$ cat config.mk
export PLATFORM = sky130hd
export DESIGN_NAME = memory_size_string_parser
export DESIGN_NICKNAME = d
export VERILOG_FILES = /design/src/hw/rtl/msp_pkg.sv /design/src/hw/rtl/msp_scaler.sv /design/src/hw/rtl/msp_parser.sv /design/src/hw/rtl/msp_out_reg.sv /design/src/hw/rtl/memory_size_string_parser.sv
export SDC_FILE = /design/constraint.sdc
export NUM_CORES = 1
export LEC_CHECK = 0
export CAP_MARGIN = 20
export CORE_ASPECT_RATIO = 0.75
export CORE_MARGIN = 3
export CORE_UTILIZATION = 45
export CTS_BUF_LIST = sky130_fd_sc_hd__clkbuf_8
export DETAILED_ROUTE_END_ITERATION = 8
export DONT_BUFFER_PORTS = 1
export PLACE_DENSITY_LB_ADDON = 0.08
export RECOVER_POWER = 25
export SYNTH_ARGS = -nofsm -noshare
export SYNTH_HDL_FRONTEND = slang
export SYNTH_SLANG_ARGS = --single-unit
$ cat constraint.sdc
create_clock -name i_clk -period 14.9 [get_ports i_clk]
set_input_delay 2.98 -clock i_clk [delete_from_list [all_inputs] [get_ports i_clk]]
set_output_delay 2.98 -clock i_clk [all_outputs]
set_load 0.1 [all_outputs]
$ cat src/hw/rtl/msp_pkg.sv
package msp_pkg;

    // Field widths of the request and result
    localparam int CHAR_W  = 8;
    localparam int VALUE_W = 64;
    localparam int POS_W   = 16;
    localparam int STAT_W  = 3;

    // Result tdata: status, value, error position, padded to whole bytes
    localparam int RES_BITS = STAT_W + VALUE_W + POS_W;
    localparam int RES_W    = ((RES_BITS + 7) / 8) * 8;

    // Default size unit base (1000 or 1024)
    localparam int UNIT_BASE_DEF = 1024;

    // Status codes
    localparam logic [STAT_W-1:0] ST_OK            = 3'd0;
    localparam logic [STAT_W-1:0] ST_EMPTY         = 3'd1;
    localparam logic [STAT_W-1:0] ST_OVERFLOW      = 3'd2;
    localparam logic [STAT_W-1:0] ST_INVALID_DIGIT = 3'd3;
    localparam logic [STAT_W-1:0] ST_INVALID_SCALE = 3'd4;

    // Character codes
    localparam logic [CHAR_W-1:0] CH_NUL   = 8'h00;
    localparam logic [CHAR_W-1:0] CH_0     = 8'h30;
    localparam logic [CHAR_W-1:0] CH_9     = 8'h39;
    localparam logic [CHAR_W-1:0] CH_APOS  = 8'h27;
    localparam logic [CHAR_W-1:0] CH_UNDER = 8'h5F;
    localparam logic [CHAR_W-1:0] CH_B     = 8'h42;
    localparam logic [CHAR_W-1:0] CH_I     = 8'h69;
    localparam logic [CHAR_W-1:0] CH_K     = 8'h4B;
    localparam logic [CHAR_W-1:0] CH_M     = 8'h4D;
    localparam logic [CHAR_W-1:0] CH_G     = 8'h47;

    // Size suffix selector
    typedef enum logic [1:0] {
        SC_NONE = 2'd0,
        SC_K    = 2'd1,
        SC_M    = 2'd2,
        SC_G    = 2'd3
    } t_scale;

    // Control from the parser to the suffix scaler
    typedef struct packed {
        logic   load_first;
        logic   load_second;
        t_scale scale;
    } t_scale_ctl;

    // One result
    typedef struct packed {
        logic [POS_W-1:0]   error_position;
        logic [VALUE_W-1:0] value;
        logic [STAT_W-1:0]  status;
    } t_result;

endpackage

$ cat src/hw/rtl/msp_scaler.sv
module msp_scaler
    import msp_pkg::*;
#(
    parameter int UNIT_BASE = UNIT_BASE_DEF
) (
    input  logic               i_clk,
    input  t_scale_ctl         i_ctl,
    input  logic [VALUE_W-1:0] i_acc,
    output logic [VALUE_W-1:0] o_prod,
    output logic               o_ovf
);

    localparam int BASE_W = $clog2(UNIT_BASE + 1);
    localparam int P1_W   = VALUE_W + BASE_W;
    localparam int M2_W   = 2 * BASE_W;
    localparam int P2_W   = VALUE_W + M2_W;

    localparam logic [BASE_W-1:0] BASE_C    = BASE_W'(UNIT_BASE);
    localparam logic [M2_W-1:0]   BASE_SQ_C = M2_W'(UNIT_BASE * UNIT_BASE);

    logic [VALUE_W-1:0] r_prod;
    logic               r_ovf;
    logic [P1_W-1:0]    w_p1;
    logic [P1_W-1:0]    w_p2_m;
    logic [P2_W-1:0]    w_p2_g;
    logic [P2_W-1:0]    w_p2;

    // First step: number times one unit
    assign w_p1 = P1_W'(i_acc) * P1_W'(BASE_C);

    // Second step: remaining power of the unit, each a product by a constant
    assign w_p2_m = P1_W'(r_prod) * P1_W'(BASE_C);
    assign w_p2_g = P2_W'(r_prod) * P2_W'(BASE_SQ_C);

    always_comb begin
        case (i_ctl.scale)
            SC_M:    w_p2 = P2_W'(w_p2_m);
            SC_G:    w_p2 = w_p2_g;
            default: w_p2 = P2_W'(r_prod);
        endcase
    end

    // Hold the product and a sticky overflow flag
    always_ff @(posedge i_clk) begin
        if (i_ctl.load_first) begin
            r_prod <= w_p1[VALUE_W-1:0];
            r_ovf  <= |w_p1[P1_W-1:VALUE_W];
        end else if (i_ctl.load_second) begin
            r_prod <= w_p2[VALUE_W-1:0];
            r_ovf  <= r_ovf | (|w_p2[P2_W-1:VALUE_W]);
        end
    end

    assign o_prod = r_prod;
    assign o_ovf  = r_ovf;

endmodule

$ cat src/hw/rtl/msp_parser.sv
module msp_parser
    import msp_pkg::*;
(
    input  logic               i_clk,
    input  logic               i_rst_n,
    input  logic               i_go,
    input  logic [CHAR_W-1:0]  i_char,
    input  logic [VALUE_W-1:0] i_prod,
    input  logic               i_prod_ovf,
    output logic [VALUE_W-1:0] o_acc,
    output t_scale_ctl         o_scale_ctl,
    output logic               o_load,
    output t_result            o_result
);

    localparam int SUM_W = VALUE_W + 4;

    typedef enum logic [7:0] {
        PH_FIRST    = 8'b0000_0001,
        PH_DIGITS   = 8'b0000_0010,
        PH_TAIL_ONE = 8'b0000_0100,
        PH_TAIL_B   = 8'b0000_1000,
        PH_TAIL_I   = 8'b0001_0000,
        PH_TAIL_IB  = 8'b0010_0000,
        PH_TAIL_BAD = 8'b0100_0000,
        PH_HALT     = 8'b1000_0000
    } t_phase;

    t_phase             r_phase, n_phase;
    logic [VALUE_W-1:0] r_acc, n_acc;
    logic [POS_W-1:0]   r_index, n_index;
    t_scale             r_scale, n_scale;
    logic [STAT_W-1:0]  r_err, n_err;
    logic [POS_W-1:0]   r_pos, n_pos;

    logic               w_is_digit;
    logic [3:0]         w_digit;
    logic [SUM_W-1:0]   w_sum;
    logic               w_digit_ovf;
    logic               w_end;

    assign w_end      = (i_char == CH_NUL);
    assign w_is_digit = (i_char >= CH_0) && (i_char <= CH_9);
    assign w_digit    = 4'(i_char - CH_0);

    // Multiply by ten as two shifts, add the digit, flag a carry past 64 bits
    assign w_sum = {1'b0, r_acc, 3'b000} + {3'b000, r_acc, 1'b0} + SUM_W'(w_digit);
    assign w_digit_ovf = |w_sum[SUM_W-1:VALUE_W];

    // Form the result for a terminator
    always_comb begin
        o_result = '{error_position: '0, value: '0, status: ST_OK};
        unique case (r_phase)
            PH_FIRST: o_result.status = ST_EMPTY;
            PH_DIGITS: o_result.value = r_acc;
            PH_TAIL_ONE: begin
                if (r_scale == SC_NONE) begin
                    o_result.value = r_acc;
                end else begin
                    o_result.status         = ST_INVALID_SCALE;
                    o_result.error_position = r_pos;
                end
            end
            PH_TAIL_B, PH_TAIL_IB: begin
                if (i_prod_ovf) begin
                    o_result.status         = ST_OVERFLOW;
                    o_result.error_position = r_pos;
                end else begin
                    o_result.value = i_prod;
                end
            end
            PH_TAIL_I, PH_TAIL_BAD: begin
                o_result.status         = ST_INVALID_SCALE;
                o_result.error_position = r_pos;
            end
            PH_HALT: begin
                o_result.status         = r_err;
                o_result.error_position = r_pos;
            end
            default: o_result.status = ST_EMPTY;
        endcase
    end

    assign o_load = i_go && w_end;

    // Advance the parse state for one character
    always_comb begin
        n_phase = r_phase;
        n_acc   = r_acc;
        n_index = r_index;
        n_scale = r_scale;
        n_err   = r_err;
        n_pos   = r_pos;
        o_scale_ctl = '{load_first: 1'b0, load_second: 1'b0, scale: r_scale};
        if (i_go && w_end) begin
            n_phase = PH_FIRST;
            n_index = '0;
            n_scale = SC_NONE;
            n_err   = ST_OK;
            n_pos   = '0;
        end else if (i_go) begin
            if (r_index != {POS_W{1'b1}}) begin
                n_index = r_index + POS_W'(1);
            end
            unique case (r_phase)
                PH_FIRST: begin
                    if (w_is_digit) begin
                        n_acc   = VALUE_W'(w_digit);
                        n_phase = PH_DIGITS;
                    end else begin
                        n_err   = ST_INVALID_DIGIT;
                        n_pos   = '0;
                        n_phase = PH_HALT;
                    end
                end
                PH_DIGITS: begin
                    if (i_char == CH_APOS || i_char == CH_UNDER) begin
                        n_phase = PH_DIGITS;
                    end else if (w_is_digit) begin
                        if (w_digit_ovf) begin
                            n_err   = ST_OVERFLOW;
                            n_pos   = r_index;
                            n_phase = PH_HALT;
                        end else begin
                            n_acc = w_sum[VALUE_W-1:0];
                        end
                    end else begin
                        n_pos = r_index;
                        o_scale_ctl.load_first = 1'b1;
                        n_phase = PH_TAIL_ONE;
                        case (i_char)
                            CH_B:    n_scale = SC_NONE;
                            CH_K:    n_scale = SC_K;
                            CH_M:    n_scale = SC_M;
                            CH_G:    n_scale = SC_G;
                            default: n_phase = PH_TAIL_BAD;
                        endcase
                    end
                end
                PH_TAIL_ONE: begin
                    o_scale_ctl.load_second = 1'b1;
                    if (r_scale == SC_NONE) begin
                        n_phase = PH_TAIL_BAD;
                    end else if (i_char == CH_B) begin
                        n_phase = PH_TAIL_B;
                    end else if (i_char == CH_I) begin
                        n_phase = PH_TAIL_I;
                    end else begin
                        n_phase = PH_TAIL_BAD;
                    end
                end
                PH_TAIL_I: n_phase = (i_char == CH_B) ? PH_TAIL_IB : PH_TAIL_BAD;
                PH_TAIL_B, PH_TAIL_IB: n_phase = PH_TAIL_BAD;
                PH_TAIL_BAD, PH_HALT: n_phase = r_phase;
                default: n_phase = PH_HALT;
            endcase
        end
    end

    // Hold parse state
    always_ff @(posedge i_clk) begin
        if (!i_rst_n) begin
            r_phase <= PH_FIRST;
            r_index <= '0;
        end else begin
            r_phase <= n_phase;
            r_index <= n_index;
        end
        r_acc   <= n_acc;
        r_scale <= n_scale;
        r_err   <= n_err;
        r_pos   <= n_pos;
    end

    assign o_acc = r_acc;

`ifndef SYNTHESIS
    // A terminator restarts the parse at index zero
    a_restart: assert property (@(posedge i_clk) disable iff (!i_rst_n)
        (i_go && w_end) |=> (r_phase == PH_FIRST && r_index == '0))
        else $error("parser did not restart after terminator");

    // A digit overflow is latched and moves to the halt phase
    a_halt: assert property (@(posedge i_clk) disable iff (!i_rst_n)
        (i_go && !w_end && r_phase == PH_DIGITS && w_is_digit && w_digit_ovf)
        |=> (r_phase == PH_HALT && r_err == ST_OVERFLOW))
        else $error("digit overflow not latched");
`endif

endmodule

$ cat src/hw/rtl/msp_out_reg.sv
module msp_out_reg
    import msp_pkg::*;
(
    input  logic             i_clk,
    input  logic             i_rst_n,
    input  logic             i_load,
    input  t_result          i_result,
    input  logic             i_m_tready,
    output logic             o_m_tvalid,
    output logic [RES_W-1:0] o_m_tdata
);

    logic    r_valid;
    t_result r_result;

    // Load a new result or drop the one taken downstream
    always_ff @(posedge i_clk) begin
        if (!i_rst_n) begin
            r_valid <= 1'b0;
        end else if (i_load) begin
            r_valid <= 1'b1;
        end else if (i_m_tready) begin
            r_valid <= 1'b0;
        end
        if (i_load) begin
            r_result <= i_result;
        end
    end

    assign o_m_tvalid = r_valid;
    assign o_m_tdata  = RES_W'(r_result);

endmodule

$ cat src/hw/rtl/memory_size_string_parser.sv
// Channel   Dir  tdata bits (low first)                        Moves
// s_*       in   char_code[7:0]                                one byte per request
// m_*       out  status[2:0], value[66:3], error_position[82:67] one result per terminator
//
// One byte is taken every cycle while the output side keeps up.
// A byte is parsed during the cycle it sits in the input register;
// a terminator's result is in the output register from the next edge.
// The suffix multiply is split over the suffix letter and the character after it.
// Reset (i_rst_n low, synchronous) clears the parse and drops any held result.
// A terminator waits in the input register while a previous result is not taken;
// other bytes pass regardless of the output side.
module memory_size_string_parser
    import msp_pkg::*;
#(
    parameter int UNIT_BASE = UNIT_BASE_DEF
) (
    input  logic              i_clk,
    input  logic              i_rst_n,
    input  logic              i_s_tvalid,
    output logic              o_s_tready,
    input  logic [CHAR_W-1:0] i_s_tdata,   // char_code[7:0]
    output logic              o_m_tvalid,
    input  logic              i_m_tready,
    output logic [RES_W-1:0]  o_m_tdata    // status[2:0], value[66:3], error_position[82:67]
);

    logic               r_in_valid;
    logic [CHAR_W-1:0]  r_in_char;
    logic               w_out_free;
    logic               w_go;
    logic               w_load;
    t_result            w_result;
    t_scale_ctl         w_scale_ctl;
    logic [VALUE_W-1:0] w_acc;
    logic [VALUE_W-1:0] w_prod;
    logic               w_prod_ovf;

    // Advance the held byte unless it is a terminator with the output full
    assign w_out_free = !o_m_tvalid || i_m_tready;
    assign w_go       = r_in_valid && ((r_in_char != CH_NUL) || w_out_free);
    assign o_s_tready = !r_in_valid || w_go;

    // Input register
    always_ff @(posedge i_clk) begin
        if (!i_rst_n) begin
            r_in_valid <= 1'b0;
        end else if (o_s_tready) begin
            r_in_valid <= i_s_tvalid;
        end
        if (o_s_tready && i_s_tvalid) begin
            r_in_char <= i_s_tdata;
        end
    end

    msp_parser u_parser (
        .i_clk       (i_clk),
        .i_rst_n     (i_rst_n),
        .i_go        (w_go),
        .i_char      (r_in_char),
        .i_prod      (w_prod),
        .i_prod_ovf  (w_prod_ovf),
        .o_acc       (w_acc),
        .o_scale_ctl (w_scale_ctl),
        .o_load      (w_load),
        .o_result    (w_result)
    );

    msp_scaler #(
        .UNIT_BASE (UNIT_BASE)
    ) u_scaler (
        .i_clk  (i_clk),
        .i_ctl  (w_scale_ctl),
        .i_acc  (w_acc),
        .o_prod (w_prod),
        .o_ovf  (w_prod_ovf)
    );

    msp_out_reg u_out_reg (
        .i_clk      (i_clk),
        .i_rst_n    (i_rst_n),
        .i_load     (w_load),
        .i_result   (w_result),
        .i_m_tready (i_m_tready),
        .o_m_tvalid (o_m_tvalid),
        .o_m_tdata  (o_m_tdata)
    );

`ifndef SYNTHESIS
    // A result is never loaded over one that is still waiting
    a_no_overwrite: assert property (@(posedge i_clk) disable iff (!i_rst_n)
        w_load |-> w_out_free)
        else $error("result overwritten");

    // A stalled byte stays in the input register
    a_in_hold: assert property (@(posedge i_clk) disable iff (!i_rst_n)
        (r_in_valid && !w_go) |=> (r_in_valid && $stable(r_in_char)))
        else $error("input register lost a byte");

    // Value is zero whenever the status is not ok
    a_err_value: assert property (@(posedge i_clk) disable iff (!i_rst_n)
        (w_load && w_result.status != ST_OK) |-> (w_result.value == '0))
        else $error("non-zero value with error status");

    // Position is zero for ok and empty results
    a_ok_pos: assert property (@(posedge i_clk) disable iff (!i_rst_n)
        (w_load && (w_result.status == ST_OK || w_result.status == ST_EMPTY))
        |-> (w_result.error_position == '0))
        else $error("non-zero position without error");
`endif

endmodule

==> flow_summary.toml, run 1 <==
[status]
outcome = "finished, violations left"
violations = "capacitance limit, slew limit"

[place]
place_hpwl_um = 30300
routabilityCongestion = 0.897
portBuffers = 0

[drt]
drt_iter0_drc = 1064
vias = 11700
wl_um = 42000
wl_per_cell_um = 21.3
viasPerCell = 5.96
drc_errors = 0
dr.pass1.iters = 5
ant_nets = 0

[floorplanning]
ios = 102
design.die.area_um2 = 37300
die_y_um = 168
initial_core_util_pct = 46.3
rows = 58
core_um2 = 34000
die_x_um = 222

[cts]
cts_max_level = 2
cts.sinks = 256
cts_setup_buffers = 0
cts_buffers = 42
cts_root_buffer = "clkbuf_8"
cts-resized-gates = 0
clk_path_buf_depth = 3
cts_tree = "yes"
clk_latency_ns = 0.58
postCtsHoldBufs = 0
path_clk_slew_ns = 0.06

[sta]
relSlewSlack_pct = -83.0
setup_viol = 0
clock_skew_ns = 0.0240
fin_crit_sh_pct = 47.0
final_max_slew_viol_count = 154
worst_pin_slew_ns = 2.72
rsz0062_at_grt = "false"
fin_crit_ns = 7.01
fin_tns_setup_ns = 0
max_freq_ghz = 0.143
finalHoldViolCount = 0

[synthesis]
yosysWarnings = 0
synth_edf_count = 210
ys_seq_area_share_pct = 45.9
synth_cell_types = 91
postSynth.asyncResetShare_pct = 0
syn_inst = 1514
synth-seq-cells = 256
netlist_area_um2 = 15800
synthFlopType = "edfxtp_1"
ys_top_cells_by_area = "edfxtp_1 40%, ha_1 10%, dfxtp_1 5.8%, a22o_1 3.6%, mux2i_1 3.3%"
yosys.area.top_type = "edfxtp_1"
synth_top_area_share_pct = 40.0
avgSynthCellArea_um2 = 10.4

[worst_setup_path]
required_ns = 11.92
slowest_delay_ns = 0.82
cp_max_fo = 4
crit_buf_inv = 0
critPathKind = "primary input to output pin"
crit_family = "simple AND/OR/NAND/NOR gates"
worstPathCellList = "nor2b_1 > nand3_1"
cp-end-kind = "output pin"
cp-start-kind = "primary input"
crit_arrival_ns = 4.03
crit_slowest_cell = "nand3_1"

[final_layout]
area_growth_pct = 6.31
utilization_pct = 49.2
final_nets = 1630
n_fill_cell = 3126
drive_gt1_share_pct = 7.24

[job]
max-cap-violations = 4

[global_route]
grt_pass1_wl_um = 65500
overflow = 0
grt_max_degree = 55
grt_pass1_vias = 11200
grt_usage_pct = 22.0
antenna_found_initial = 0

[pwr]
peakVddDrop_v = 0.0000735
p_per_area_nw_per_um2 = 85.7
p_leak_nw = 6.02

[min_path]
holdCritPathClass = "flip-flop to flip-flop"
-- where the power goes --
part / internal [mW] / switching, mW
clock: 0.312 / 0.296
combinational: 0.0153 / 0.0332
sequential: 0.770 / 0.00825
-- state kept, by name (all words and copies together) (netlist names) --
register / count
u_scaler.o_ovf: 1
u_parser.o_acc: 64
r_in_char: 8
u_parser.r_scale: 2
r_in_valid: 1
u_parser.r_err: 2
u_out_reg.o_m_tvalid: 1
u_parser.r_pos: 16
u_out_reg.o_m_tdata: 83
u_parser.r_index: 16
u_scaler.o_prod: 54
u_parser.r_phase: 8
-- kinds of logic (layout without fill, tap and decap cells) --
kind of cell | Yosys count | count (layout) | synth area share (%)
and+or+nand+nor | 507 | 507 | 15.9
AOI/OAI and AO/OA | 374 | 374 | 16.2
DFF | 256 | 256 | 45.9
adders and majority gates | 130 | 130 | 10.4
buffers and inverters | 117 | 119 | 3.96
xor gates and xnor gates | 77 | 77 | 4.28
muxes | 52 | 52 | 3.30
other | 1 | 6 | 0.0238
-- layout by cell type, fill, tap and decap left out, drive strengths merged, types with 6 or more instances in the layout --
cell type,instances
nand2,141
nand2b,6
nand3,56
a211oi,12
nor2b,6
and3,13
clkinv,16
edfxtp,210
o21ai,87
or4,6
mux2i,52
xor2,41
nor3,28
a21o,22
and2,40
nor4,14
o21a,11
inv,44
a31oi,9
nor2,135
nand4,36
a21boi,8
a22o,65
o211ai,11
o31ai,7
a21oi,93
xnor2,36
clkbuf,48
buf,9
dfxtp,46
ha,128
-- synthesized netlist by cell type, drive strengths merged, types with 7 or more instances --
| master | instances |
|---|---|
| edfxtp | 210 |
| ha | 128 |
| o21ai | 87 |
| nor4 | 14 |
| and3 | 13 |
| buf | 24 |
| inv | 30 |
| o31ai | 7 |
| o211ai | 11 |
| nand2 | 141 |
| a211oi | 12 |
| o21a | 11 |
| nor3 | 28 |
| and2 | 40 |
| clkbuf | 60 |
| dfxtp | 46 |
| a21o | 22 |
| nand4 | 36 |
| nand3 | 56 |
| a22o | 65 |
| a21oi | 93 |
| nor2 | 135 |
| mux2i | 52 |
| a31oi | 9 |
| a21boi | 8 |
| xor2 | 41 |
| xnor2 | 36 |
-- layout make-up --
cell class | count | area (um^2) | share of cell area (%)
Clock buffer | 44 | 606 | 3.62
Antenna cell | 1 | 2.50 | 0.0149
Timing Repair Buffer | 13 | 82.6 | 0.493
Tap cell | 450 | 563 | 3.36
Multi-Input combinational cell | 1145 | 7940 | 47.4
Inverter | 30 | 115 | 0.687
Sequential cell | 256 | 7230 | 43.2
Clock inverter | 32 | 206 | 1.23
-- per-stage QoR --
step	cells	hold slack, ns	total power [mW]	worst slack [ns]	instance area, um^2
after floorplan	1518	0.430	0.832	6.24	15800
after global placement	1894	0.440	0.841	7.92	16000
after detailed placement	1894	0.444	0.842	7.88	16000
after CTS	1970	0.457	1.45	7.88	16800
after global routing	1970	0.493	1.49	7.84	16700
final	1971	0.454	1.44	7.89	16700
-- worst paths after layout --
kind,slack (ns),cells past startpoint,to,from
setup / recovery,7.89,2,o_s_tready,i_m_tready
hold / removal,0.45,2,u_parser.r_pos[7]$_SDFFE_PP0P_,u_parser.r_pos[7]$_SDFFE_PP0P_
setup reg to reg,9.47,14,u_parser.o_acc[27]$_SDFFCE_PP0P_,r_in_char[3]$_DFFE_PP_
hold reg to reg,0.45,2,u_parser.r_pos[7]$_SDFFE_PP0P_,u_parser.r_pos[7]$_SDFFE_PP0P_
-- layer usage --
layer | part of all wire, % | vias up | GRT usage [%]
li1 | - | 5639 | -
met1 | 51 | 5716 | 33.8
met2 | 42 | 328 | 31.8
met3 | 5.6 | 57 | 4.20
met4 | 2.1 | 0 | 5.70
met5 | 0 | - | 0
(Power assumes the default switching activity.)
==> run 2: changes to the inputs <==
==> constraint.sdc (replaced) <==
create_clock -name i_clk -period 6.4 [get_ports i_clk]
set_input_delay 1.28 -clock i_clk [delete_from_list [all_inputs] [get_ports i_clk]]
set_output_delay 1.28 -clock i_clk [all_outputs]
set_load 0.1 [all_outputs]
==> flow_summary.toml, run 2 (synthesis gave the netlist of run 1 again) <==
[cts]
clk_path_buf_depth = 3
cts_buffers = 42
cts_root_buffer = "clkbuf_8"
cts.sinks = 256
cts_max_level = 2
path_clk_slew_ns = 0.06
cts-resized-gates = 0
cts_setup_buffers = 0
clk_latency_ns = 0.60
postCtsHoldBufs = 0
cts_tree = "yes"

[floorplanning]
ios = 102
initial_core_util_pct = 46.3
core_um2 = 34000
rows = 58
design.die.area_um2 = 37300
die_y_um = 168
die_x_um = 222

[place]
place_hpwl_um = 31600
dpl_cell_area_um2 = 16000
routabilityCongestion = 0.943
portBuffers = 0

[worst_setup_path]
crit_arrival_ns = 5.68
crit_buf_inv = 2
r2r-end = "u_out_reg.o_m_tdata[17]$_DFFE_PP_"
cp_max_fo = 58
slowest_delay_ns = 2.24
cp-start-kind = "flip-flop"
ff2ff_path_depth = 6
worstSetupStartpoint = "u_parser.r_phase[6]$_SDFFE_PP0P_"
crit_family = "buffers and inverters"
endpoint = "u_out_reg.o_m_tdata[17]$_DFFE_PP_"
crit_slowest_cell = "clkbuf_1"
reg2reg_from = "u_parser.r_phase[6]$_SDFFE_PP0P_"
required_ns = 6.72
critPathKind = "flip-flop to flip-flop"
rrSetupSlack_ns = 1.03
cp-end-kind = "flip-flop"
worstPathCellList = "nor3_1 > nand4b_1 > clkbuf_1 > o31ai_4 > buf_4 > a22o_1"
path_depth = 6

[global_route]
grt_max_degree = 59
grt_pass1_wl_um = 68100
grt_pass1_vias = 11600
overflow = 0
antenna_found_initial = 0
grt_usage_pct = 23.0

[pwr]
p_per_area_nw_per_um2 = 205
peakVddDrop_v = 0.000140
p_total_mw = 3.46
p_leak_nw = 6.06

[final_layout]
layout_common_cells = "210 x edfxtp_1, 138 x nand2_1, 131 x nor2_1, 128 x ha_1, 91 x a21oi_1"
final_nets = 1630
final_area_um2 = 16900
largest_reg_flops = 83
final_common_cell = "edfxtp_1"
utilization_pct = 49.5
diodes = 0
area_growth_pct = 6.99
drive_gt1_share_pct = 7.50
n_fill_cell = 3117

[drt]
dr.pass1.iters = 6
viasPerCell = 6.04
wl_per_cell_um = 22.2
drt_iter0_drc = 915
drc_errors = 0
ant_nets = 0
vias = 11900
wl_um = 43700

[job]
max-cap-violations = 2

[sta]
final_max_slew_viol_count = 99
fin_crit_ns = 5.37
fin_tns_setup_ns = 0
worst_pin_slew_ns = 3.12
fin_crit_sh_pct = 83.8
worst_hold_slack_ns = 0.450
finalHoldViolCount = 0
setup_viol = 0
rsz0062_at_grt = "false"
max_freq_ghz = 0.186
clock_skew_ns = 0.0306
relSlewSlack_pct = -108

[min_path]
holdCritPathClass = "flip-flop to flip-flop"
hold_start = "u_parser.r_pos[1]$_SDFFE_PP0P_"

[status]
outcome = "finished, violations left"
violations = "capacitance limit, slew limit"
run 2: where the power goes:
part           total, mW  internal (mW)  switching (mW)
clock network       1.53          0.820           0.708
registers           1.81           1.79          0.0191
logic              0.115         0.0361          0.0792
total               3.46           2.65           0.806
run 2: layout make-up:
class | instances | area [um^2] | area share, %
clock inverters | 29 | 229 | 1.36
clock buffers | 48 | 661 | 3.92
multi-input cells | 1145 | 7970 | 47.3
well taps | 450 | 563 | 3.34
flip-flops and latches | 256 | 7230 | 42.9
repair buffers | 13 | 90.1 | 0.535
inverters | 30 | 115 | 0.683
run 2: worst register-to-register path, cell delays in order (launching register included):
cell      delay, ns
dfxtp_1        0.45
nor3_1         0.17
nand4b_1       0.51
clkbuf_1       2.24
o31ai_4        0.77
buf_4          0.58
a22o_1         0.37
run 2: stage by stage:
stage,cells,setup WS [ns]
floorplan,1518,0.00368
detailed placement,1894,1.51
finish,1971,1.03
global route,1971,0.645
global placement,1894,1.69
CTS,1971,1.44
run 2: layer usage:
metal / routed length (um) / track usage (%) / up-vias
met5: 0 / 0 / -
met3: 3340 / 5.93 / 63
li1: - / - / 5640
met4: 1120 / 6.56 / 0
met2: 18000 / 32.9 / 416
met1: 21200 / 34.4 / 5782
run 2: worst min path at each step:
stage | to | slack [ns] | depth (start not counted)
2_1_floorplan | u_parser.r_pos[0]$_SDFFE_PP0P_ | 0.43 | 2
3_3_place_gp | u_parser.r_pos[2]$_SDFFE_PP0P_ | 0.44 | 2
3_5_place_dp | u_parser.r_pos[15]$_SDFFE_PP0P_ | 0.44 | 2
4_1_cts | u_parser.r_pos[1]$_SDFFE_PP0P_ | 0.45 | 2
5_1_grt | u_parser.r_pos[15]$_SDFFE_PP0P_ | 0.47 | 2
6_report | u_parser.r_pos[1]$_SDFFE_PP0P_ | 0.45 | 2
